`src/sv/lre_pkg.sv`:
```
// lre_pkg: shared constants, types and table functions of the log rate encoder
// no dependencies; imported by every module of the block
`default_nettype none

package lre_pkg;

  // top-level defaults and fixed field widths
  localparam int unsigned DEPTH_DEFAULT = 65536;
  localparam int unsigned CODE_W        = 16;
  localparam int unsigned CFG_INDEX_W   = 2;
  localparam int unsigned CFG_DATA_W    = 32;
  localparam int unsigned QUEUE_DEPTH   = 2;

  // configuration reset values
  localparam logic [31:0] START_RESET   = 32'd0;
  localparam logic [31:0] NOMINAL_RESET = 32'd10000000;
  localparam logic [30:0] LOW_RESET     = 31'd9000000;
  localparam logic [30:0] HIGH_RESET    = 31'd15000000;

  // log table construction
  localparam int unsigned HI_ENTRIES    = 256;
  localparam int unsigned LO_ENTRIES    = 128;
  localparam int unsigned PROBE_PROD_W  = 20;
  localparam logic [31:0] ENTRY_OFFSET  = 32'd1024;
  localparam logic [6:0]  PRODUCT_SHIFT = 7'd114;
  localparam logic [63:0] LN2_Q62       = 64'h2C5C_85FD_F473_DE6A;
  localparam logic [63:0] ONE_Q62       = 64'h4000_0000_0000_0000;

  // configuration register indexes
  typedef enum logic [CFG_INDEX_W-1:0] {
    REG_START_STAMP,
    REG_NOMINAL,
    REG_LOW_BOUND,
    REG_HIGH_BOUND
  } lre_reg_t;

  // classified word handed from front to back
  typedef struct packed {
    logic [31:0] rx_delta;
    logic [31:0] tx_delta;
    logic [31:0] elapsed;
    logic        scale;
  } lre_job_t;

  // (a * b) >> 62 in unsigned q2.62
  function automatic logic [63:0] q62_mul(input logic [63:0] a, input logic [63:0] b);
    logic [127:0] p;
    p = 128'(a) * 128'(b);
    return p[125:62];
  endfunction

  // 2^(num / 2^frac_bits) in q2.62, num below 2^frac_bits, taylor series of exp
  function automatic logic [63:0] exp2_q62(input logic [31:0] num, input logic [4:0] frac_bits);
    logic [127:0] zp;
    logic [63:0]  z;
    logic [63:0]  term;
    logic [63:0]  sum;
    zp   = 128'(LN2_Q62) * 128'(num);
    z    = 64'(zp >> frac_bits);
    term = z;
    sum  = ONE_Q62 + term;
    term = q62_mul(term, z) / 64'd2;  sum = sum + term;
    term = q62_mul(term, z) / 64'd3;  sum = sum + term;
    term = q62_mul(term, z) / 64'd4;  sum = sum + term;
    term = q62_mul(term, z) / 64'd5;  sum = sum + term;
    term = q62_mul(term, z) / 64'd6;  sum = sum + term;
    term = q62_mul(term, z) / 64'd7;  sum = sum + term;
    term = q62_mul(term, z) / 64'd8;  sum = sum + term;
    term = q62_mul(term, z) / 64'd9;  sum = sum + term;
    term = q62_mul(term, z) / 64'd10; sum = sum + term;
    term = q62_mul(term, z) / 64'd11; sum = sum + term;
    term = q62_mul(term, z) / 64'd12; sum = sum + term;
    term = q62_mul(term, z) / 64'd13; sum = sum + term;
    term = q62_mul(term, z) / 64'd14; sum = sum + term;
    term = q62_mul(term, z) / 64'd15; sum = sum + term;
    term = q62_mul(term, z) / 64'd16; sum = sum + term;
    term = q62_mul(term, z) / 64'd17; sum = sum + term;
    term = q62_mul(term, z) / 64'd18; sum = sum + term;
    term = q62_mul(term, z) / 64'd19; sum = sum + term;
    term = q62_mul(term, z) / 64'd20; sum = sum + term;
    return sum;
  endfunction

endpackage

`default_nettype wire

```
`src/sv/lre_fifo.sv`:
```
// lre_fifo: short word queue between front and back
// depends on lre_pkg
`default_nettype none

module lre_fifo (
  input  wire logic              clk,
  input  wire logic              rst,
  input  wire logic              push,
  input  wire lre_pkg::lre_job_t push_job,
  output logic                   full,
  input  wire logic              pop,
  output lre_pkg::lre_job_t      pop_job,
  output logic                   empty
);
  import lre_pkg::*;

  localparam int unsigned PTR_W = (QUEUE_DEPTH > 1) ? $clog2(QUEUE_DEPTH) : 1;
  localparam int unsigned CNT_W = $clog2(QUEUE_DEPTH + 1);
  localparam logic [PTR_W-1:0] PTR_LAST = PTR_W'(QUEUE_DEPTH - 1);
  localparam logic [CNT_W-1:0] CNT_FULL = CNT_W'(QUEUE_DEPTH);

  lre_job_t         mem [QUEUE_DEPTH];
  logic [PTR_W-1:0] wr_ptr;
  logic [PTR_W-1:0] rd_ptr;
  logic [CNT_W-1:0] count;

  assign full    = (count == CNT_FULL);
  assign empty   = (count == '0);
  assign pop_job = mem[rd_ptr];

  // storage
  always_ff @(posedge clk) begin
    if (push) begin
      mem[wr_ptr] <= push_job;
    end
  end

  // pointers and fill count
  always_ff @(posedge clk) begin
    if (rst) begin
      wr_ptr <= '0;
      rd_ptr <= '0;
      count  <= '0;
    end else begin
      if (push) begin
        wr_ptr <= (wr_ptr == PTR_LAST) ? '0 : wr_ptr + 1'b1;
      end
      if (pop) begin
        rd_ptr <= (rd_ptr == PTR_LAST) ? '0 : rd_ptr + 1'b1;
      end
      if (push && !pop) begin
        count <= count + 1'b1;
      end else if (pop && !push) begin
        count <= count - 1'b1;
      end
    end
  end

endmodule

`default_nettype wire

```
`config.mk`:
```
export PLATFORM = sky130hd
export DESIGN_NAME = lre_fifo
export DESIGN_NICKNAME = d
export VERILOG_FILES = /design/src/sv/lre_pkg.sv /design/src/sv/lre_fifo.sv
export SDC_FILE = /design/constraint.sdc
export NUM_CORES = 1
export LEC_CHECK = 0
export ABC_CLOCK_PERIOD_IN_PS = 10600
export BUFFER_PORTS_ARGS = -buffer_cell sky130_fd_sc_hd__buf_2
export CORE_ASPECT_RATIO = 0.7
export CORE_MARGIN = 4
export CORE_UTILIZATION = 56
export DETAILED_ROUTE_END_ITERATION = 6
export PLACE_DENSITY = 0.93
export SLEW_MARGIN = 40
export SYNTH_ARGS = -nofsm -noshare
export SYNTH_HDL_FRONTEND = slang
export SYNTH_SLANG_ARGS = --single-unit
```
`constraint.sdc`:
```
create_clock -name clk -period 10.6 [get_ports clk]
set_clock_uncertainty 0.1 [all_clocks]
set_input_delay 0.53 -clock clk [delete_from_list [all_inputs] [get_ports clk]]
set_output_delay 0.53 -clock clk [all_outputs]
set_load 0.005 [all_outputs]
```
# Word-level counts from Yosys, hierarchy flattened
# Memories as Yosys holds them, arrays and structs flattened. A register that Yosys moved wholly into a read port is not among the register bits.
# Index checks and enable logic that the tools add are counted.
# classes
n_addsub	4
eq_ne	1
muxes	8
reduce_logical	6
# op_table
op	n
$mux 1	6
$mux 2	2
$add 1x1->1 const B	2
$add 2x1->2 const B	1
$eq 2x2->1 const B	1
$logic_and 1x1->1	2
$logic_not 1->1	2
$logic_not 2->1	1
$reduce_bool 2->1	1
$sub 2x1->2 const B	1
# totals
regBits	4
ram_bits	194
in_bits	101
mem_count	1
# mem_list
name	depth	word_bits	read_ports	rd_ports_with_merged_regs	write_ports	line_no	source
mem	2	97	1	1	1	lre_fifo.sv:22	lre_job_t mem [QUEUE_DEPTH];

# Logic depth before layout (Yosys ltp)
# depth
ltp_word	4
ltp_mapped	5
depth_no_buf	5

# Worst setup path after synthesis
# Ideal clock, no wire load.
# synth_path
path_type	input to register
start	in push
end	mem mem[0][0] (netlist name), enable pin
setup_ns	0.565
t_arrival_ns	4.754
required_time_ns	9.935
setup_slack_ns	5.181
path_stages	1
path_cell_list	nor2b_1
# synth_via
elab_chain_cells	2
# synth_rtl
element	line_no	source
start: declaration	lre_fifo.sv:8	input wire logic push,
$mux 1	lre_fifo.sv:33	if (push) begin
$mux 1 (implied by the code)	lre_fifo.sv:34	mem[wr_ptr] <= push_job;
end: declaration	lre_fifo.sv:22	
# No other way between the ends.

==> impl_summary.log <==
INFO  metric outcome = completed
INFO  metric die-area = 15,000 um^2
INFO  metric worst_path_max_delay_cell = dfxtp_4
INFO  metric syn_avg_cell_area = 22.6 um^2
INFO  metric synth_cell_type_count = 16
INFO  metric max_clock_freq = 316 MHz
INFO  metric critPathMaxStageDelay = 750 ps
INFO  metric placement.setup.worst_slack = 7870 ps
INFO  metric yosysWarningCount = 0
INFO  metric setup.worst_path.start_class = register
INFO  metric final_layout_size_suffix_gt1_frac = 0.609
INFO  metric remaining_drc_errors = 0
INFO  metric detail_route.wl_per_cell = 19.5 um
INFO  metric synthAdderAreaFrac = 0.00171
INFO  metric gr-usage-met1 = 0.244
INFO  metric wirelength = 13,900 um
INFO  metric clkLatencyLatePin = 410 ps
INFO  metric p_total = 0.00175 W
INFO  metric finalWorstPathRequiredPeriod = 3160 ps
INFO  metric data_arrival_time_of_the_worst_path = 2530 ps
INFO  metric most-common-layout-cells = buf_2 (199), edfxtp_1 (194), mux2_2 (67)
INFO  metric synth_fp_nets = 426
INFO  metric yosys-mux-area-fraction = 0.165
INFO  metric layout.nets = 637
INFO  metric detailroute.via_count = 3,754
INFO  metric cts_setup_buffers = 0
INFO  metric clkSinkCount = 199
INFO  metric post_dp_hpwl = 9640 um
INFO  metric power-per-cell-area = 193 nW/um^2
INFO  metric final_max_slew_viol_count = 0
INFO  metric drtAntennaViolNets = 0
INFO  metric cell_chosen_for_the_clock_root = clkbuf_16
INFO  metric diodes = 0
INFO  metric grtUsageMet3 = 0.0709
INFO  metric clock_tree_from_tritoncts = yes
INFO  metric floorplan.initialDensity = 0.581
INFO  metric slew_headroom = 0.467
INFO  metric grt_usage = 0.185
INFO  metric largest_family_of_logic_cells_by_synthesized_area = multiplexers
INFO  metric min_period_over_period = 0.298
INFO  metric kind_of_end_point_of_the_critical_path = output port
INFO  metric first_iter_violations = 203
INFO  metric min_path_type = input pin to register
INFO  metric postCtsResizedCells = 0
INFO  metric synth-xor-area-share = 0.00478
INFO  metric cts-buffers-inserted = 17
INFO  metric timing.setup.tns = 0 ps
INFO  metric gr-total-overflow = 0
INFO  metric gpl.final_weighted_congestion = 0.815
INFO  metric hold_buffers = 0
INFO  metric yosysTopAreaCellShare = 0.796
INFO  metric cts.reportedPaths.clkPinSlew = 80 ps
INFO  metric maximum_number_of_pins_on_one_net_before_global_route_repair = 52
INFO  metric multi_input_comb_area = 1320 um^2
INFO  metric synth_compound_gate_area_share = 0.00137
INFO  metric worst_ir_drop_vdd = 0.125 mV
INFO  metric place.port_buffers = 199
INFO  metric max-cap-violations = 0
INFO  metric worstPathMaxFanout = 51
INFO  metric synth_simple_gate_area_share = 0.00598
INFO  metric final_layout_fill_cell_count = 758
INFO  metric netlist_instances = 324
INFO  metric synth_seq_area_share = 0.809
INFO  metric ys_seq_elements = 199
INFO  metric clock_path_buffers = 2
INFO  metric wire_length_of_the_first_global_routing_pass = 20,900 um
INFO  metric vias_per_cell = 5.29
INFO  metric worstPathCellList = buf_4 -> mux2_2 -> buf_2
INFO  metric die_height = 104 um
INFO  metric final-setup-viol-count = 0
INFO  metric h_tree_depth = 4
INFO  metric yosysTopAreaCell = edfxtp_1
INFO  metric ios = 200
INFO  metric core = 12,600 um^2
INFO  metric timing_worst_slew_pin_value = 800 ps
INFO  metric mostFrequentLayoutCell = buf_2
INFO  metric register_area = 5930 um^2
INFO  metric critPathKind = register to output port
INFO  metric synth.cell_area = 7320 um^2
INFO  metric dr.pass1.iters = 4
INFO  metric area.growth.synth_to_final = 24.1%
INFO  metric globalRouteMet2Util = 0.290
INFO  metric unrepaired_setup_endpoints_after_global_routing = false
INFO  metric grt-busiest-layer = met2
INFO  metric first_global_vias = 3,990
INFO  metric timing.final.ws_setup = 7440 ps
INFO  metric leakage = 3.49 nW
INFO  metric synth.top_cells.by_area = edfxtp_1 (80%), mux2_2 (10%), mux2_4 (6.2%)
INFO  metric required = 9970 ps
INFO  metric fp.dieW = 145 um
INFO  metric antenna_violations_before_repair = 1
INFO  metric hold_viol = 0
INFO  metric core.rowCount = 34
-- state kept, by name (all words and copies together), names as in the netlist, named ones only --
signal,cells
rd_ptr,1
mem,194
wr_ptr,1
count,2
-- worst max-delay path: cells and delay by family (launching register included) --
family	cells	cell delay (ps)
buf+inv	2	870
flops	1	750
mux	1	420
-- synth_stat cells (all sizes together) --
cell type	n
a21oi	1
and2	1
buf	11
dfxtp	5
edfxtp	194
ha	1
inv	1
mux2	97
nor2	5
nor2b	2
o21ai	1
or3	1
xnor2	2
xor2	2
-- cells by family (layout without fill, tap and decap cells) --
logic type                 count (synthesis)  after routing
adders and majority gates                  1              1
buffers and inverters                     12            236
xor gates and xnor gates                   4              4
AOI/OAI and AO/OA                          2              2
muxes                                     97             97
and+or+nand+nor                            9              9
DFF                                      199            199
-- through the flow --
step	cells	cell area (um^2)	utilization	hold slack [ps]
3_5_place_dp	678	8480	0.673	415
3_3_place_gp	678	8480	0.673	381
4_1_cts	710	9080	0.721	171
6_report	710	9080	0.721	191
5_1_grt	710	9080	0.721	172
2_1_floorplan	324	7320	-	361
-- path summary, 6_finish.rpt --
| kind | startpoint | to | slack, ps | depth (start not counted) |
|---|---|---|---|---|
| max | register | pop_job[44] | 7440 | 3 |
| min | push_job[15] | mem[1][15] | 190 | 1 |
| max reg2reg | wr_ptr | mem[1][38] | 8380 | 2 |
| min reg2reg | rd_ptr | register | 440 | 2 |
-- area by class of cell --
class,count,share of cell area
clock buffer,17,0.0468
sequential,199,0.653
inverter,1,0.000413
timing repair buffer,203,0.113
clock inverter,15,0.0200
tap,162,0.0223
multi-input combinational,113,0.145
-- metal layers --
metal  vias to the layer above  routed length, um
li1                       1707                  -
met1                      1864               5760
met2                       165               6710
met3                        16               1220
met4                         2                155
met5                         -                 13
-- power breakdown --
group / total, W / internal, W / switching [W]
logic: 0.000173 / 0.0000924 / 0.0000805
clock network: 0.000639 / 0.000338 / 0.000301
registers: 0.000937 / 0.000917 / 0.0000196
Note: power is estimated with default switching activity, not from simulation.
