**src/sv/lre_pkg.sv**
```systemverilog
// lre_pkg: shared constants, types and table functions of the log rate encoder
// no dependencies; imported by every module of the block
`default_nettype none

package lre_pkg;

  // top-level defaults and fixed field widths
  localparam int unsigned DEPTH_DEFAULT = 65536;
  localparam int unsigned CODE_W        = 16;
  localparam int unsigned CFG_INDEX_W   = 2;
  localparam int unsigned CFG_DATA_W    = 32;
  localparam int unsigned QUEUE_DEPTH   = 2;

  // configuration reset values
  localparam logic [31:0] START_RESET   = 32'd0;
  localparam logic [31:0] NOMINAL_RESET = 32'd10000000;
  localparam logic [30:0] LOW_RESET     = 31'd9000000;
  localparam logic [30:0] HIGH_RESET    = 31'd15000000;

  // log table construction
  localparam int unsigned HI_ENTRIES    = 256;
  localparam int unsigned LO_ENTRIES    = 128;
  localparam int unsigned PROBE_PROD_W  = 20;
  localparam logic [31:0] ENTRY_OFFSET  = 32'd1024;
  localparam logic [6:0]  PRODUCT_SHIFT = 7'd114;
  localparam logic [63:0] LN2_Q62       = 64'h2C5C_85FD_F473_DE6A;
  localparam logic [63:0] ONE_Q62       = 64'h4000_0000_0000_0000;

  // configuration register indexes
  typedef enum logic [CFG_INDEX_W-1:0] {
    REG_START_STAMP,
    REG_NOMINAL,
    REG_LOW_BOUND,
    REG_HIGH_BOUND
  } lre_reg_t;

  // classified word handed from front to back
  typedef struct packed {
    logic [31:0] rx_delta;
    logic [31:0] tx_delta;
    logic [31:0] elapsed;
    logic        scale;
  } lre_job_t;

  // (a * b) >> 62 in unsigned q2.62
  function automatic logic [63:0] q62_mul(input logic [63:0] a, input logic [63:0] b);
    logic [127:0] p;
    p = 128'(a) * 128'(b);
    return p[125:62];
  endfunction

  // 2^(num / 2^frac_bits) in q2.62, num below 2^frac_bits, taylor series of exp
  function automatic logic [63:0] exp2_q62(input logic [31:0] num, input logic [4:0] frac_bits);
    logic [127:0] zp;
    logic [63:0]  z;
    logic [63:0]  term;
    logic [63:0]  sum;
    zp   = 128'(LN2_Q62) * 128'(num);
    z    = 64'(zp >> frac_bits);
    term = z;
    sum  = ONE_Q62 + term;
    term = q62_mul(term, z) / 64'd2;  sum = sum + term;
    term = q62_mul(term, z) / 64'd3;  sum = sum + term;
    term = q62_mul(term, z) / 64'd4;  sum = sum + term;
    term = q62_mul(term, z) / 64'd5;  sum = sum + term;
    term = q62_mul(term, z) / 64'd6;  sum = sum + term;
    term = q62_mul(term, z) / 64'd7;  sum = sum + term;
    term = q62_mul(term, z) / 64'd8;  sum = sum + term;
    term = q62_mul(term, z) / 64'd9;  sum = sum + term;
    term = q62_mul(term, z) / 64'd10; sum = sum + term;
    term = q62_mul(term, z) / 64'd11; sum = sum + term;
    term = q62_mul(term, z) / 64'd12; sum = sum + term;
    term = q62_mul(term, z) / 64'd13; sum = sum + term;
    term = q62_mul(term, z) / 64'd14; sum = sum + term;
    term = q62_mul(term, z) / 64'd15; sum = sum + term;
    term = q62_mul(term, z) / 64'd16; sum = sum + term;
    term = q62_mul(term, z) / 64'd17; sum = sum + term;
    term = q62_mul(term, z) / 64'd18; sum = sum + term;
    term = q62_mul(term, z) / 64'd19; sum = sum + term;
    term = q62_mul(term, z) / 64'd20; sum = sum + term;
    return sum;
  endfunction

endpackage

`default_nettype wire

```
**src/sv/lre_if.sv**
```systemverilog
// lre_if: valid/ready channel interfaces for samples in and codes out
// no dependencies
`default_nettype none

interface lre_in_if;
  logic        valid;
  logic        ready;
  logic [31:0] period_stamp;
  logic [31:0] rx_count;
  logic [31:0] tx_count;
  logic [31:0] timestamp_us;

  modport source (output valid, output period_stamp, output rx_count, output tx_count,
                  output timestamp_us, input ready);
  modport sink (input valid, input period_stamp, input rx_count, input tx_count,
                input timestamp_us, output ready);
endinterface


`default_nettype wire

```
**src/sv/lre_front.sv**
```systemverilog
// lre_front: accepts samples, keeps the last counters and classifies each word
// depends on lre_pkg and lre_in_if
`default_nettype none

module lre_front (
  input  wire logic              clk,
  input  wire logic              rst,
  input  wire logic [31:0]       start_stamp,
  input  wire logic [30:0]       low_bound_us,
  input  wire logic [30:0]       high_bound_us,
  lre_in_if.sink                 samples,
  input  wire logic              q_full,
  output logic                   q_push,
  output lre_pkg::lre_job_t      q_job
);
  import lre_pkg::*;

  logic [31:0] rx_last;
  logic [31:0] tx_last;
  logic [31:0] time_last;
  logic        primed;

  logic        accept;
  logic        prime_only;
  logic [31:0] elapsed;

  // accept whenever the queue has room
  assign samples.ready = !q_full;
  assign accept        = samples.valid && samples.ready;

  // first word or early period stamp only re-primes
  assign prime_only = !primed || (samples.period_stamp < start_stamp);

  // deltas and scaling window, negative elapsed never scales
  assign elapsed = samples.timestamp_us - time_last;
  always_comb begin
    q_job.rx_delta = samples.rx_count - rx_last;
    q_job.tx_delta = samples.tx_count - tx_last;
    q_job.elapsed  = elapsed;
    q_job.scale    = !elapsed[31] && (elapsed[30:0] > low_bound_us) &&
                     (elapsed[30:0] < high_bound_us);
  end

  assign q_push = accept && !prime_only;

  // stored counters and time
  always_ff @(posedge clk) begin
    if (rst) begin
      rx_last   <= '0;
      tx_last   <= '0;
      time_last <= '0;
      primed    <= 1'b0;
    end else if (accept) begin
      rx_last   <= samples.rx_count;
      tx_last   <= samples.tx_count;
      time_last <= samples.timestamp_us;
      primed    <= 1'b1;
    end
  end

endmodule

`default_nettype wire

```
**src/flat_wrapper.sv**
```systemverilog
// flat-port wrapper written by rule: the top's interface ports become plain ports
module lre_front_flat import lre_pkg::*;
  (clk, rst, start_stamp, low_bound_us, high_bound_us, q_full, q_push, q_job, samples_valid, samples_period_stamp, samples_rx_count, samples_tx_count, samples_timestamp_us, samples_ready);
  lre_in_if samples_i ();
  input  wire logic clk;
  input  wire logic rst;
  input  wire logic [31:0] start_stamp;
  input  wire logic [30:0] low_bound_us;
  input  wire logic [30:0] high_bound_us;
  input  wire logic q_full;
  output logic q_push;
  output lre_pkg::lre_job_t q_job;
  input wire logic [$bits(samples_i.valid)-1:0] samples_valid;
  input wire logic [$bits(samples_i.period_stamp)-1:0] samples_period_stamp;
  input wire logic [$bits(samples_i.rx_count)-1:0] samples_rx_count;
  input wire logic [$bits(samples_i.tx_count)-1:0] samples_tx_count;
  input wire logic [$bits(samples_i.timestamp_us)-1:0] samples_timestamp_us;
  output wire logic [$bits(samples_i.ready)-1:0] samples_ready;
  assign samples_i.valid = samples_valid;
  assign samples_i.period_stamp = samples_period_stamp;
  assign samples_i.rx_count = samples_rx_count;
  assign samples_i.tx_count = samples_tx_count;
  assign samples_i.timestamp_us = samples_timestamp_us;
  assign samples_ready = samples_i.ready;
  lre_front u_core (.clk(clk), .rst(rst), .start_stamp(start_stamp), .low_bound_us(low_bound_us), .high_bound_us(high_bound_us), .samples(samples_i), .q_full(q_full), .q_push(q_push), .q_job(q_job));
endmodule
```
**config.mk**
```make
export PLATFORM = sky130hd
export DESIGN_NAME = lre_front_flat
export DESIGN_NICKNAME = d
export VERILOG_FILES = /design/src/sv/lre_pkg.sv /design/src/sv/lre_if.sv /design/src/sv/lre_front.sv /design/src/flat_wrapper.sv
export SDC_FILE = /design/constraint.sdc
export NUM_CORES = 1
export LEC_CHECK = 0
export BUFFER_PORTS_ARGS = -buffer_cell sky130_fd_sc_hd__buf_2
export CAP_MARGIN = 10
export CORE_MARGIN = 2
export CORE_UTILIZATION = 54
export DETAILED_ROUTE_END_ITERATION = 8
export GPL_ROUTABILITY_DRIVEN = 1
export PLACE_DENSITY = 0.89
export SETUP_SLACK_MARGIN = 0.15
export SYNTH_ARGS = -nofsm -noshare
export SYNTH_HDL_FRONTEND = slang
export SYNTH_SLANG_ARGS = --single-unit
export TNS_END_PERCENT = 1
```
**constraint.sdc**
```tcl
create_clock -name clk -period 5.39 [get_ports clk]
set_input_delay 0.2695 -clock clk [delete_from_list [all_inputs] [get_ports clk]]
set_output_delay 0.2695 -clock clk [all_outputs]
set_load 0.02 [all_outputs]
```
# Word-level counts from Yosys, hierarchy flattened
# Index checks and enable logic that the tools add are counted.
[word_totals]
ff_bits = 97
output_inout_bits = 99
elab_cells = 19
[op_classes]
n_addsub = 3
n_lt_le_gt_ge = 3
reduce_logical = 9
[ops]
columns = ["cell", "n"]
rows = [
  ["$sub A32 B32 Y32", 3],
  ["$lt A32 B32 Y1", 1],
  ["$gt A31 B31 Y1", 1],
  ["$lt A31 B31 Y1", 1],
  ["$logic_and A1 B1 Y1", 4],
  ["$logic_not A1 Y1", 4],
  ["$logic_or A1 B1 Y1", 1],
]

# Depth between registers and ports, before layout
# Gate-level depths: netlist (run 1).
[logic_depth]
ltp_word = 4
ltp_mapped = 21
mapped_depth_nobuf = 21

# Worst setup path before layout (run 1)
# No wires, ideal clock.
[synth_path]
path_type = "flip-flop to output port"
start = "reg u_core.time_last[0]"
end = "out q_job[0] (netlist name)"
arrival_ns = 4.589
slack_ns = 0.532
path_stages_with_launch = 20
path_buffers = 0
path_cell_list = "dfxtp_1 -> ha_1 -> inv_1 -> fa_1 -> a211oi_1 -> o21bai_1 -> a211oi_1 -> a211oi_1 -> o21a_1 -> o2111ai_1 -> a21oi_1 -> nor3_1 -> ha_1 -> a21o_1 -> a21o_1 -> a21oi_1 -> o211ai_1 -> a211oi_1 -> nand3b_1 -> mux2i_1"
[synth_lines]
columns = ["element", "line", "rtl"]
rows = [
  ["start: declaration", "lre_front.sv:20", "logic [31:0] time_last;"],
  ["start signal: assignment", "lre_front.sv:56", "time_last <= samples.timestamp_us;"],
  ["end: declaration", "flat_wrapper.sv:12", "output lre_pkg::lre_job_t q_job;"],
]

==> results of run 1 <==
==> worst reg2reg max path, cell delays in order, from the launching register on <==
cell                      delay (ns)
sky130_fd_sc_hd__dfxtp_1        0.35
sky130_fd_sc_hd__nand2_1        0.07
sky130_fd_sc_hd__a21oi_1        0.26
==> synth_stat cells, types with 3 or more instances <==
| master | number |
|---|---|
| sky130_fd_sc_hd__nand2_1 | 246 |
| sky130_fd_sc_hd__inv_1 | 213 |
| sky130_fd_sc_hd__a21oi_1 | 203 |
| sky130_fd_sc_hd__ha_1 | 185 |
| sky130_fd_sc_hd__dfxtp_1 | 97 |
| sky130_fd_sc_hd__a21o_1 | 67 |
| sky130_fd_sc_hd__nor2_1 | 57 |
| sky130_fd_sc_hd__xnor2_1 | 57 |
| sky130_fd_sc_hd__o21ai_0 | 52 |
| sky130_fd_sc_hd__clkbuf_1 | 39 |
| sky130_fd_sc_hd__nand3_1 | 26 |
| sky130_fd_sc_hd__nand4_1 | 21 |
| sky130_fd_sc_hd__nor3_1 | 20 |
| sky130_fd_sc_hd__xor2_1 | 19 |
| sky130_fd_sc_hd__nor2b_1 | 16 |
| sky130_fd_sc_hd__o21a_1 | 16 |
| sky130_fd_sc_hd__a31oi_1 | 15 |
| sky130_fd_sc_hd__nand2b_1 | 15 |
| sky130_fd_sc_hd__and3_1 | 13 |
| sky130_fd_sc_hd__a211oi_1 | 12 |
| sky130_fd_sc_hd__o21bai_1 | 11 |
| sky130_fd_sc_hd__o211ai_1 | 9 |
| sky130_fd_sc_hd__or2_2 | 9 |
| sky130_fd_sc_hd__and4_1 | 6 |
| sky130_fd_sc_hd__nor4_1 | 5 |
| sky130_fd_sc_hd__or3_1 | 5 |
| sky130_fd_sc_hd__a2111oi_0 | 4 |
| sky130_fd_sc_hd__a211o_1 | 4 |
| sky130_fd_sc_hd__and2_1 | 4 |
| sky130_fd_sc_hd__buf_1 | 4 |
| sky130_fd_sc_hd__o2111ai_1 | 4 |
| sky130_fd_sc_hd__o31a_1 | 4 |
| sky130_fd_sc_hd__or4_1 | 4 |
| sky130_fd_sc_hd__a221o_1 | 3 |
| sky130_fd_sc_hd__a41oi_1 | 3 |
| sky130_fd_sc_hd__fa_1 | 3 |
| sky130_fd_sc_hd__nand3b_1 | 3 |
==> report_power, final <==
part	internal [W]	switching [W]
logic	0.000594	0.000913
registers	0.000750	0.0000168
clock network	0.000347	0.000314
==> repair_timing <==
item	CTS	global route
setup buffers	0	0
resized for setup	1	8
endpoints found under the setup margin	1	1
pin swaps	0	1
==> kinds of logic after synthesis <==
group / share of synthesized area
compound gates: 0.256
simple gates: 0.191
buf+inv: 0.0903
fa+ha+maj: 0.220
flops: 0.180
xor+xnor: 0.0615
mux: 0.00185
==> area by class of cell <==
cell class / count / area [um2] / area share
Multi-Input combinational cell: 1160 / 7970 / 0.613
Timing Repair Buffer: 328 / 1650 / 0.127
Clock inverter: 5 / 45.0 / 0.00347
Antenna cell: 2 / 5.00 / 0.000385
Sequential cell: 97 / 1940 / 0.149
Tap cell: 265 / 332 / 0.0255
Clock buffer: 11 / 253 / 0.0194
Inverter: 213 / 800 / 0.0615
==> stage by stage <==
stage	hold slack [ns]	instances
global route	0.158	2081
finish	0.162	2081
detailed placement	0.447	2063
global placement	0.442	2063
CTS	0.151	2079
floorplan	0.405	1515
==> path summary, 6_finish.rpt <==
kind | startpoint | endpoint | slack [ns] | cells after the start
worst max-delay path | u_core.time_last[0]$_SDFFE_PP0P_ | q_job[0] | 0.37 | 22
worst min-delay path | samples_tx_count[17] | u_core.tx_last[17]$_SDFFE_PP0P_ | 0.16 | 3
worst max register to register | u_core.time_last[9]$_SDFFE_PP0P_ | u_core.time_last[9]$_SDFFE_PP0P_ | 4.63 | 2
worst min register to register | u_core.time_last[23]$_SDFFE_PP0P_ | u_core.time_last[23]$_SDFFE_PP0P_ | 0.45 | 2
==> flip-flops by register name (all words and copies together) (netlist names) <==
name / cells
u_core.rx_last: 32
u_core.time_last: 32
u_core.tx_last: 32
u_core.primed: 1
==> metal layers <==
layer  vias to the layer above  share of wire  GRT usage
met5                         -        0.00081          0
met1                      5368           0.39      0.318
li1                       5820              -          -
met3                        91          0.073     0.0492
met2                       503           0.49      0.514
met4                         4          0.039      0.130
==> cells in the final DEF (no fill, tap or decap), drive strengths merged, types with 26 or more instances in the layout <==
cell   Yosys  layout
ha       185     185
buf        6     328
a21oi    203     203
inv      213     216
a21o      67      67
o21ai     54      54
nand2    246     246
dfxtp     97      97
xnor2     57      57
nand3     26      26
nor2      57      57
==> impl_metrics.py, run 1 <==
metrics = {
    "status": {
        "run_status": "completed",
    },
    "global_routing": {
        "grt.overflow.total": 0,
        "grt_start_max_net_pins": 98,
        "grt_pass1_wl_um": 50400,
        "first_global_vias": 11300,
        "track_usage": 0.281,
        "antenna_found_initial": 4,
    },
    "place": {
        "gp_congestion": 0.964,
        "io_buffers": 324,
        "post-dp-hpwl_um": 24600,
        "placement.setup.worst_slack_ns": 0.381,
        "placed_cell_area_mm2": 0.0126,
    },
    "final_layout": {
        "areaGrowthSynthToFinish_pct": 20.1,
        "post-route-cell-area_mm2": 0.0130,
        "final_layout_size_suffix_gt1_frac": 0.204,
        "finish.utilization": 0.663,
        "nFillCells": 1646,
        "fin_nets": 2223,
    },
    "setup_path": {
        "critical-path-max-stage-delay_ns": 0.42,
        "crit_fanout": 3,
        "timing.setup.critical_path_class": "reg2out",
        "cp_cell_sequence": "ha_1, inv_1, fa_1, a211oi_1, o21bai_1, a211oi_2, buf_4, a211oi_2, o21a_1, nor2_1, o21bai_1, xor2_1, ha_1, nand2_1, nor4_4, nand3_1, or3_1, o211ai_1, a211oi_2, nand3b_1, mux2i_1, buf_2",
        "worst_setup_path_end_kind": "output port",
        "path_common_cell": "sky130_fd_sc_hd__a211oi_2",
        "worst-endpoint-required_ns": 5.12,
        "worst-endpoint-arrival_ns": 4.75,
        "cpLargestDelayFamily": "compound AO/OA/AOI/OAI gates",
        "cp_slowest_cell": "sky130_fd_sc_hd__fa_1",
        "worstPathBufferInverterCount": 3,
        "worst_setup_path_start_kind": "flop",
    },
    "clock_network": {
        "h-tree-depth": 3,
        "sinks_on_the_clock_net": 97,
        "tritoncts": "yes",
        "clock-root-buffer": "sky130_fd_sc_hd__clkbuf_16",
        "tritoncts_buffers": 9,
        "ctsHoldBuffers": 0,
        "clkTransAtPathRegs_ns": 0.08,
        "insertion_delay_ns": 0.35,
        "cts-root-to-sink-buffers": 2,
    },
    "synthesis": {
        "ys_async_rst_share": 0,
        "synth_largest_area_cell": "sky130_fd_sc_hd__ha_1",
        "synth.distinct_cells": 69,
        "synth-seq-area-share": 0.180,
        "yosys_warnings": 0,
        "most_instantiated_flip_flop_cell_in_the_synthesis_netlist": "sky130_fd_sc_hd__dfxtp_1",
        "synth-seq-cells": 97,
        "mapped_area_mm2": 0.0108,
        "yosys.area.top_type_share": 0.214,
        "synth_top_cells_by_area": "sky130_fd_sc_hd__ha_1 (21%), sky130_fd_sc_hd__dfxtp_1 (18%), sky130_fd_sc_hd__a21oi_1 (9.4%), sky130_fd_sc_hd__nand2_1 (8.5%), sky130_fd_sc_hd__inv_1 (7.4%)",
        "postSynthNetCount": 1929,
        "synth_cells": 1515,
        "count_of_flip_flops_with_a_built_in_enable_after_synthesis": 0,
        "synthesis.area_per_instance_um2": 7.14,
    },
    "die": {
        "coreArea_mm2": 0.0196,
        "floorplan.die.height_um": 146,
        "std_cell_rows": 51,
        "initial_utilization": 0.552,
        "die_w_um": 146,
        "boundaryPins": 325,
        "fp.dieArea_mm2": 0.0212,
    },
    "timing": {
        "postLayoutSetupSlackWorst_ns": 0.368,
        "tightest_slew_ns": 1.14,
        "final.setup.tns_ns": 0,
        "fmax_mhz": 199,
        "finalWorstPathRequiredPeriod_ns": 5.02,
        "timing.final.max_slew_violations": 0,
        "timing.final.setup_violations": 0,
        "max_clock_skew_ns": 0,
        "setup_repair_after_global_routing_missed_its_margin": "no",
        "worst_slew_margin_rel": 0.238,
        "layout_worst_path_cycle_share": 0.932,
        "finalHoldViolCount": 0,
    },
    "route": {
        "drc_errors": 0,
        "drtPass1Iterations": 5,
        "ant_nets": 0,
        "viasPerCell": 5.66,
        "detailedRoute.firstIterationViolations": 581,
        "route.final.wire_length_um": 30900,
        "route.vias.total": 11800,
        "wl_per_cell_um": 14.9,
    },
    "hold_path": {
        "holdCritPathClass": "in2reg",
    },
    "pwr": {
        "power_w": 0.00293,
        "pwr_density_cell_mw_per_mm2": 226,
        "ir_worst_vdd_mv": 0.134,
        "power.static_leakage_nw": 6.37,
    },
    "run": {
        "cap_viol_max_count": 0,
    },
}
Note: power is estimated with default switching activity, not from simulation.
==> run 2: changes to the inputs <==
- RECOVER_POWER: not set -> 100
==> run 2 against run 1 <==
The run now ends with capacitance limit, slew limit left; sequential share of layout area up 0.17 points; count of clock-buffer cells in the layout unchanged; design area down 1.1%; register-to-register slack worse by 0.11 ns; critical path type unchanged; largest power group unchanged.
==> impl_metrics.py, run 2 (same netlist as run 1, synthesis figures left out) <==
metrics = {
    "status": {
        "run_status": "complete, but fails checks",
        "violations_in_the_final_reports": "capacitance limit, slew limit",
    },
    "timing": {
        "timing.final.max_slew_violations": 98,
        "timing.final.setup_violations": 0,
        "layout_worst_path_cycle_share": 0.951,
        "postLayoutSetupSlackWorst_ns": 0.264,
        "max_clock_skew_ns": 0,
        "worst_slew_margin_rel": -2.12,
        "finalWorstPathRequiredPeriod_ns": 5.13,
        "setup_repair_after_global_routing_missed_its_margin": "no",
        "finalHoldViolCount": 0,
        "tightest_slew_ns": 4.68,
        "final.setup.tns_ns": 0,
        "fmax_mhz": 195,
    },
    "final_layout": {
        "final_layout_size_suffix_gt1_frac": 0.150,
        "nFillCells": 1710,
        "most-common-layout-cells": "sky130_fd_sc_hd__nand2_1 (245), sky130_fd_sc_hd__buf_2 (230), sky130_fd_sc_hd__inv_1 (213)",
        "layout_commonest_cell": "sky130_fd_sc_hd__nand2_1",
        "areaGrowthSynthToFinish_pct": 18.8,
        "area.sequential_mm2": 0.00194,
        "multi_input_area_mm2": 0.00794,
        "top_registers": "u_core.rx_last: 32 flops, u_core.time_last: 32 flops, u_core.tx_last: 32 flops",
        "fin_nets": 2223,
    },
    "die": {
        "initial_utilization": 0.552,
        "die_w_um": 146,
        "floorplan.die.height_um": 146,
        "coreArea_mm2": 0.0196,
        "boundaryPins": 325,
        "fp.dieArea_mm2": 0.0212,
        "std_cell_rows": 51,
    },
    "place": {
        "post-dp-hpwl_um": 24600,
        "gp_congestion": 0.964,
        "placement.setup.worst_slack_ns": 0.381,
        "io_buffers": 324,
    },
    "clock_network": {
        "clock-root-buffer": "sky130_fd_sc_hd__clkbuf_16",
        "sinks_on_the_clock_net": 97,
        "tritoncts": "yes",
        "cts-root-to-sink-buffers": 2,
        "insertion_delay_ns": 0.35,
        "tritoncts_buffers": 9,
        "h-tree-depth": 3,
        "clkTransAtPathRegs_ns": 0.08,
        "ctsHoldBuffers": 0,
    },
    "route": {
        "detailedRoute.firstIterationViolations": 555,
        "route.final.wire_length_um": 30900,
        "ant_nets": 0,
        "route.vias.total": 11800,
        "viasPerCell": 5.66,
        "drc_errors": 0,
        "wl_per_cell_um": 14.8,
        "drtPass1Iterations": 6,
    },
    "setup_path": {
        "crit_fanout": 4,
        "timing.setup.critical_path_class": "reg2out",
        "worst-endpoint-arrival_ns": 4.86,
        "worst_setup_path_end_kind": "output port",
        "worst_setup_path_start_kind": "flop",
        "worst-endpoint-required_ns": 5.12,
    },
    "global_routing": {
        "track_usage": 0.281,
        "grt_pass1_wl_um": 50400,
        "grt.overflow.total": 0,
        "grt_start_max_net_pins": 98,
        "antenna_found_initial": 4,
        "first_global_vias": 11300,
    },
    "hold_path": {
        "holdCritPathClass": "in2reg",
    },
    "run": {
        "cap_viol_max_count": 1,
    },
    "pwr": {
        "pwr_density_cell_mw_per_mm2": 226,
        "ir_worst_vdd_mv": 0.133,
        "power.static_leakage_nw": 6.11,
    },
}
==> run 2: cell types whose count changed in the layout (fill, tap and decap cells not counted), sizes merged <==
cell,delta
clkbuf,+94
buf,-94
==> run 2: report_power, final <==
group	total [W]	leakage (nW)	switching [W]	internal, W
clock	0.000661	0.145	0.000315	0.000347
sequential	0.000767	0.793	0.0000168	0.000750
combinational	0.00147	5.17	0.000915	0.000557
total	0.00290	6.11	0.00125	0.00165
==> run 2: critical path, cell delays in order, from the launching register on <==
cell and delay [ns]:
sky130_fd_sc_hd__dfxtp_1 0.33, sky130_fd_sc_hd__ha_1 0.20, sky130_fd_sc_hd__inv_1 0.06, sky130_fd_sc_hd__fa_1 0.42, sky130_fd_sc_hd__a211oi_1 0.22, sky130_fd_sc_hd__o21bai_1 0.16
sky130_fd_sc_hd__a211oi_2 0.24, sky130_fd_sc_hd__buf_4 0.18, sky130_fd_sc_hd__a211oi_2 0.08, sky130_fd_sc_hd__o21a_1 0.22, sky130_fd_sc_hd__o2111ai_2 0.24, sky130_fd_sc_hd__a21oi_1 0.10
sky130_fd_sc_hd__nor3_1 0.35, sky130_fd_sc_hd__ha_1 0.33, sky130_fd_sc_hd__a21o_1 0.18, sky130_fd_sc_hd__a21o_1 0.17, sky130_fd_sc_hd__a21oi_1 0.18, sky130_fd_sc_hd__o211ai_1 0.14
sky130_fd_sc_hd__a211oi_2 0.26, sky130_fd_sc_hd__nand3b_1 0.11, sky130_fd_sc_hd__mux2i_1 0.14, sky130_fd_sc_hd__buf_2 0.18
==> run 2: layout make-up <==
cell class / instances / area share
well taps: 265 / 0.0258
multi-input cells: 1160 / 0.618
diodes: 2 / 0.000389
clock buffers: 11 / 0.0197
inverters: 213 / 0.0622
repair buffers: 328 / 0.119
flip-flops and latches: 97 / 0.151
clock inverters: 5 / 0.00351
==> run 2: timing repair <==
action,CTS,global route
setup endpoints to repair,1,1
resized for setup,1,8
pin swaps,0,1
setup buffers,0,0
==> run 2: per-layer routing <==
| metal | global-route usage | vias to the layer above | wire (um) |
|---|---|---|---|
| li1 | - | 5816 | - |
| met1 | 0.318 | 5348 | 12300 |
| met2 | 0.514 | 496 | 15100 |
| met3 | 0.0492 | 113 | 2140 |
| met4 | 0.130 | 4 | 1330 |
| met5 | 0 | - | 25 |
==> run 2: per-stage QoR <==
stage	utilization	hold slack (ns)	instances	instance area [um2]	total power [W]
floorplan	-	0.405	1515	10800	0.00179
detailed placement	0.645	0.447	2063	12600	0.00226
finish	0.656	0.162	2081	12800	0.00290
CTS	0.661	0.151	2079	12900	0.00293
global route	0.656	0.158	2081	12800	0.00309
global placement	0.645	0.442	2063	12600	0.00221
==> run 2: path summary, 6_finish.rpt <==
check | start | endpoint | slack (ns) | cells past startpoint
worst min-delay path | samples_tx_count[17] | u_core.tx_last[17]$_SDFFE_PP0P_ | 0.16 | 3
worst min register to register | u_core.time_last[23]$_SDFFE_PP0P_ | u_core.time_last[23]$_SDFFE_PP0P_ | 0.45 | 2
worst max register to register | u_core.time_last[9]$_SDFFE_PP0P_ | u_core.time_last[9]$_SDFFE_PP0P_ | 4.52 | 2
worst max-delay path | u_core.time_last[0]$_SDFFE_PP0P_ | q_job[0] | 0.26 | 21
==> run 3: changes to the inputs <==
--- a/config.mk
+++ b/config.mk
@@ -7,10 +7,9 @@
 export LEC_CHECK = 0
 export BUFFER_PORTS_ARGS = -buffer_cell sky130_fd_sc_hd__buf_2
-export CAP_MARGIN = 10
 export CORE_MARGIN = 2
 export CORE_UTILIZATION = 54
 export DETAILED_ROUTE_END_ITERATION = 8
 export GPL_ROUTABILITY_DRIVEN = 1
-export PLACE_DENSITY = 0.89
+export PLACE_DENSITY = 0.81
 export RECOVER_POWER = 100
 export SETUP_SLACK_MARGIN = 0.15
==> constraint.sdc (replaced) <==
create_clock -name clk -period 5.39 [get_ports clk]
set_input_delay 0.2695 -clock clk [delete_from_list [all_inputs] [get_ports clk]]
set_output_delay 0.2695 -clock clk [all_outputs]
set_load 0.005 [all_outputs]
==> run 3 against run 2 <==
The run still ends with capacitance limit, slew limit left; clock skew unchanged; hold slack gained 0.0024 ns; die area stayed put; design area increased by 0.27%; sequential cell count stayed put; critical path type unchanged; critical endpoint unchanged.
==> impl_metrics.py, run 3 (same netlist as run 1, synthesis figures left out) <==
metrics = {
    "status": {
        "run_status": "complete, but fails checks",
        "violations_in_the_final_reports": "capacitance limit, slew limit",
    },
    "route": {
        "detailedRoute.firstIterationViolations": 604,
        "ant_nets": 0,
        "viasPerCell": 5.44,
        "drc_errors": 0,
        "wl_per_cell_um": 14.7,
        "drtPass1Iterations": 5,
        "route.final.wire_length_um": 30700,
        "route.vias.total": 11300,
    },
    "die": {
        "floorplan.die.height_um": 146,
        "boundaryPins": 325,
        "die_w_um": 146,
        "initial_utilization": 0.552,
        "std_cell_rows": 51,
        "fp.dieArea_mm2": 0.0212,
        "coreArea_mm2": 0.0196,
    },
    "final_layout": {
        "area.sequential_mm2": 0.00194,
        "layout_commonest_cell": "sky130_fd_sc_hd__nand2_1",
        "post-route-cell-area_mm2": 0.0129,
        "top_registers": "u_core.rx_last: 32 flops, u_core.time_last: 32 flops, u_core.tx_last: 32 flops",
        "multi_input_area_mm2": 0.00794,
        "finish.utilization": 0.658,
        "areaGrowthSynthToFinish_pct": 19.1,
        "most-common-layout-cells": "sky130_fd_sc_hd__nand2_1 (245), sky130_fd_sc_hd__buf_2 (237), sky130_fd_sc_hd__inv_1 (213)",
        "fin_nets": 2222,
        "nFillCells": 1841,
        "final_layout_size_suffix_gt1_frac": 0.168,
    },
    "setup_path": {
        "r2r_start": "u_core.tx_last[18]$_SDFFE_PP0P_",
        "cp_slowest_cell": "sky130_fd_sc_hd__or4b_1",
        "ff_to_ff_end": "u_core.tx_last[18]$_SDFFE_PP0P_",
        "critical-path-max-stage-delay_ns": 0.45,
        "timing.setup.critical_path_class": "reg2out",
        "worst-endpoint-required_ns": 5.12,
        "worst-endpoint-arrival_ns": 4.71,
        "worstRegToRegCells": 2,
        "cp_cell_sequence": "inv_1, ha_1, nand2_1, or4b_1, o21ai_2, o21ai_0, a31o_2, a21o_1, a31oi_1, xnor2_1, ha_1, nand2_1, nor4_4, nand3_1, or3_1, o211ai_1, a211oi_2, nand3b_1, mux2i_1, buf_2",
        "setup.reg_to_reg.worst_slack_ns": 4.56,
        "crit_fanout": 5,
        "worst_setup_path_end_kind": "output port",
        "worst_setup_path_start_kind": "flop",
    },
    "place": {
        "io_buffers": 324,
        "placed_cell_area_mm2": 0.0126,
        "post-dp-hpwl_um": 24800,
        "gp_congestion": 0.924,
    },
    "global_routing": {
        "grt_pass1_wl_um": 49700,
        "global_route.usage.met2": 0.497,
        "first_global_vias": 10700,
        "groute.layer.met1.usage": 0.335,
        "grt_start_max_net_pins": 98,
        "busiest_layer": "met2",
        "track_usage": 0.280,
        "grtUsageMet3": 0.0483,
        "antenna_found_initial": 6,
        "grt.overflow.total": 0,
    },
    "timing": {
        "fmax_mhz": 201,
        "worst_slew_margin_rel": -2.03,
        "setup_repair_after_global_routing_missed_its_margin": "no",
        "finalWorstPathRequiredPeriod_ns": 4.98,
        "timing.final.setup_violations": 0,
        "timing.final.max_slew_violations": 98,
        "final.setup.tns_ns": 0,
        "tightest_slew_ns": 4.55,
        "layout_worst_path_cycle_share": 0.923,
        "max_clock_skew_ns": 0,
        "finalHoldViolCount": 0,
    },
    "pwr": {
        "pwr_density_cell_mw_per_mm2": 211,
        "power.static_leakage_nw": 6.19,
        "ir_worst_vdd_mv": 0.149,
    },
    "clock_network": {
        "clock-root-buffer": "sky130_fd_sc_hd__clkbuf_16",
        "cts-root-to-sink-buffers": 2,
        "ctsHoldBuffers": 0,
        "sinks_on_the_clock_net": 97,
        "post_cts_buffers": 0,
        "tritoncts_buffers": 9,
        "insertion_delay_ns": 0.34,
        "tritoncts": "yes",
        "post_cts.resized_instances": 0,
        "h-tree-depth": 3,
        "clkTransAtPathRegs_ns": 0.08,
    },
    "run": {
        "cap_viol_max_count": 1,
    },
    "hold_path": {
        "timing.hold.worst_endpoint": "u_core.tx_last[16]$_SDFFE_PP0P_",
        "holdCritPathClass": "in2reg",
        "min-delay-start": "samples_tx_count[16]",
        "min_path_cells": 3,
    },
}
## run 3: cell types whose count changed in the layout (fill, tap and decap cells not counted), moves of 5 or more
cell and change:
sky130_fd_sc_hd__clkbuf_2 +26, sky130_fd_sc_hd__diode_2 +5, sky130_fd_sc_hd__clkbuf_1 -33, sky130_fd_sc_hd__buf_2 +7
## run 3: worst max-delay path by stage
stage                                     start  endpoint  slack [ns]  cells after the start
6_report       u_core.time_last[6]$_SDFFE_PP0P_  q_job[0]        0.41                     20
5_1_grt        u_core.time_last[6]$_SDFFE_PP0P_  q_job[0]         0.1                     20
4_1_cts        u_core.time_last[0]$_SDFFE_PP0P_  q_job[0]        0.25                     21
3_5_place_dp            samples_timestamp_us[0]  q_job[0]        0.53                     23
3_3_place_gp            samples_timestamp_us[0]  q_job[0]        0.60                     23
2_1_floorplan  u_core.time_last[0]$_SDFFE_PP0P_  q_job[0]        1.11                     19
## run 3: critical path: cells and delay by family, from the launching register on
| family | cells | cell delay, ns |
|---|---|---|
| AO/OA/AOI/OAI | 7 | 1.35 |
| AND/OR/NAND/NOR | 7 | 1.63 |
| multiplexers | 1 | 0.07 |
| XOR/XNOR | 1 | 0.14 |
| flip-flops | 1 | 0.34 |
| buffers and inverters | 2 | 0.20 |
| adder cells (fa/ha/maj) | 2 | 0.63 |
## run 3: cell type report
class / count / area share
clock buffer: 12 / 0.0199
multi-input combinational: 1160 / 0.616
antenna: 7 / 0.00136
tap: 265 / 0.0257
sequential: 97 / 0.151
timing repair buffer: 327 / 0.122
clock inverter: 4 / 0.00272
inverter: 213 / 0.0621
## run 3: per-stage QoR
stage | cells | hold slack (ns) | total power [W] | setup WS, ns
6_report | 2085 | 0.164 | 0.00271 | 0.413
5_1_grt | 2081 | 0.163 | 0.00292 | 0.0975
4_1_cts | 2078 | 0.147 | 0.00274 | 0.248
3_5_place_dp | 2062 | 0.446 | 0.00208 | 0.535
3_3_place_gp | 2062 | 0.441 | 0.00205 | 0.603
2_1_floorplan | 1515 | 0.405 | 0.00162 | 1.11
## run 3: report_power, final
| group | internal (W) | leakage, nW | total, W | switching (W) |
|---|---|---|---|---|
| Combinational | 0.000562 | 5.26 | 0.00130 | 0.000734 |
| Sequential | 0.000750 | 0.793 | 0.000767 | 0.0000166 |
| Clock | 0.000345 | 0.137 | 0.000652 | 0.000308 |
## run 3: layer usage
metal	vias to the layer above	part of all wire
li1	5826	-
met3	50	0.053
met4	2	0.029
met2	312	0.49
met1	5143	0.43
met5	-	0.00023
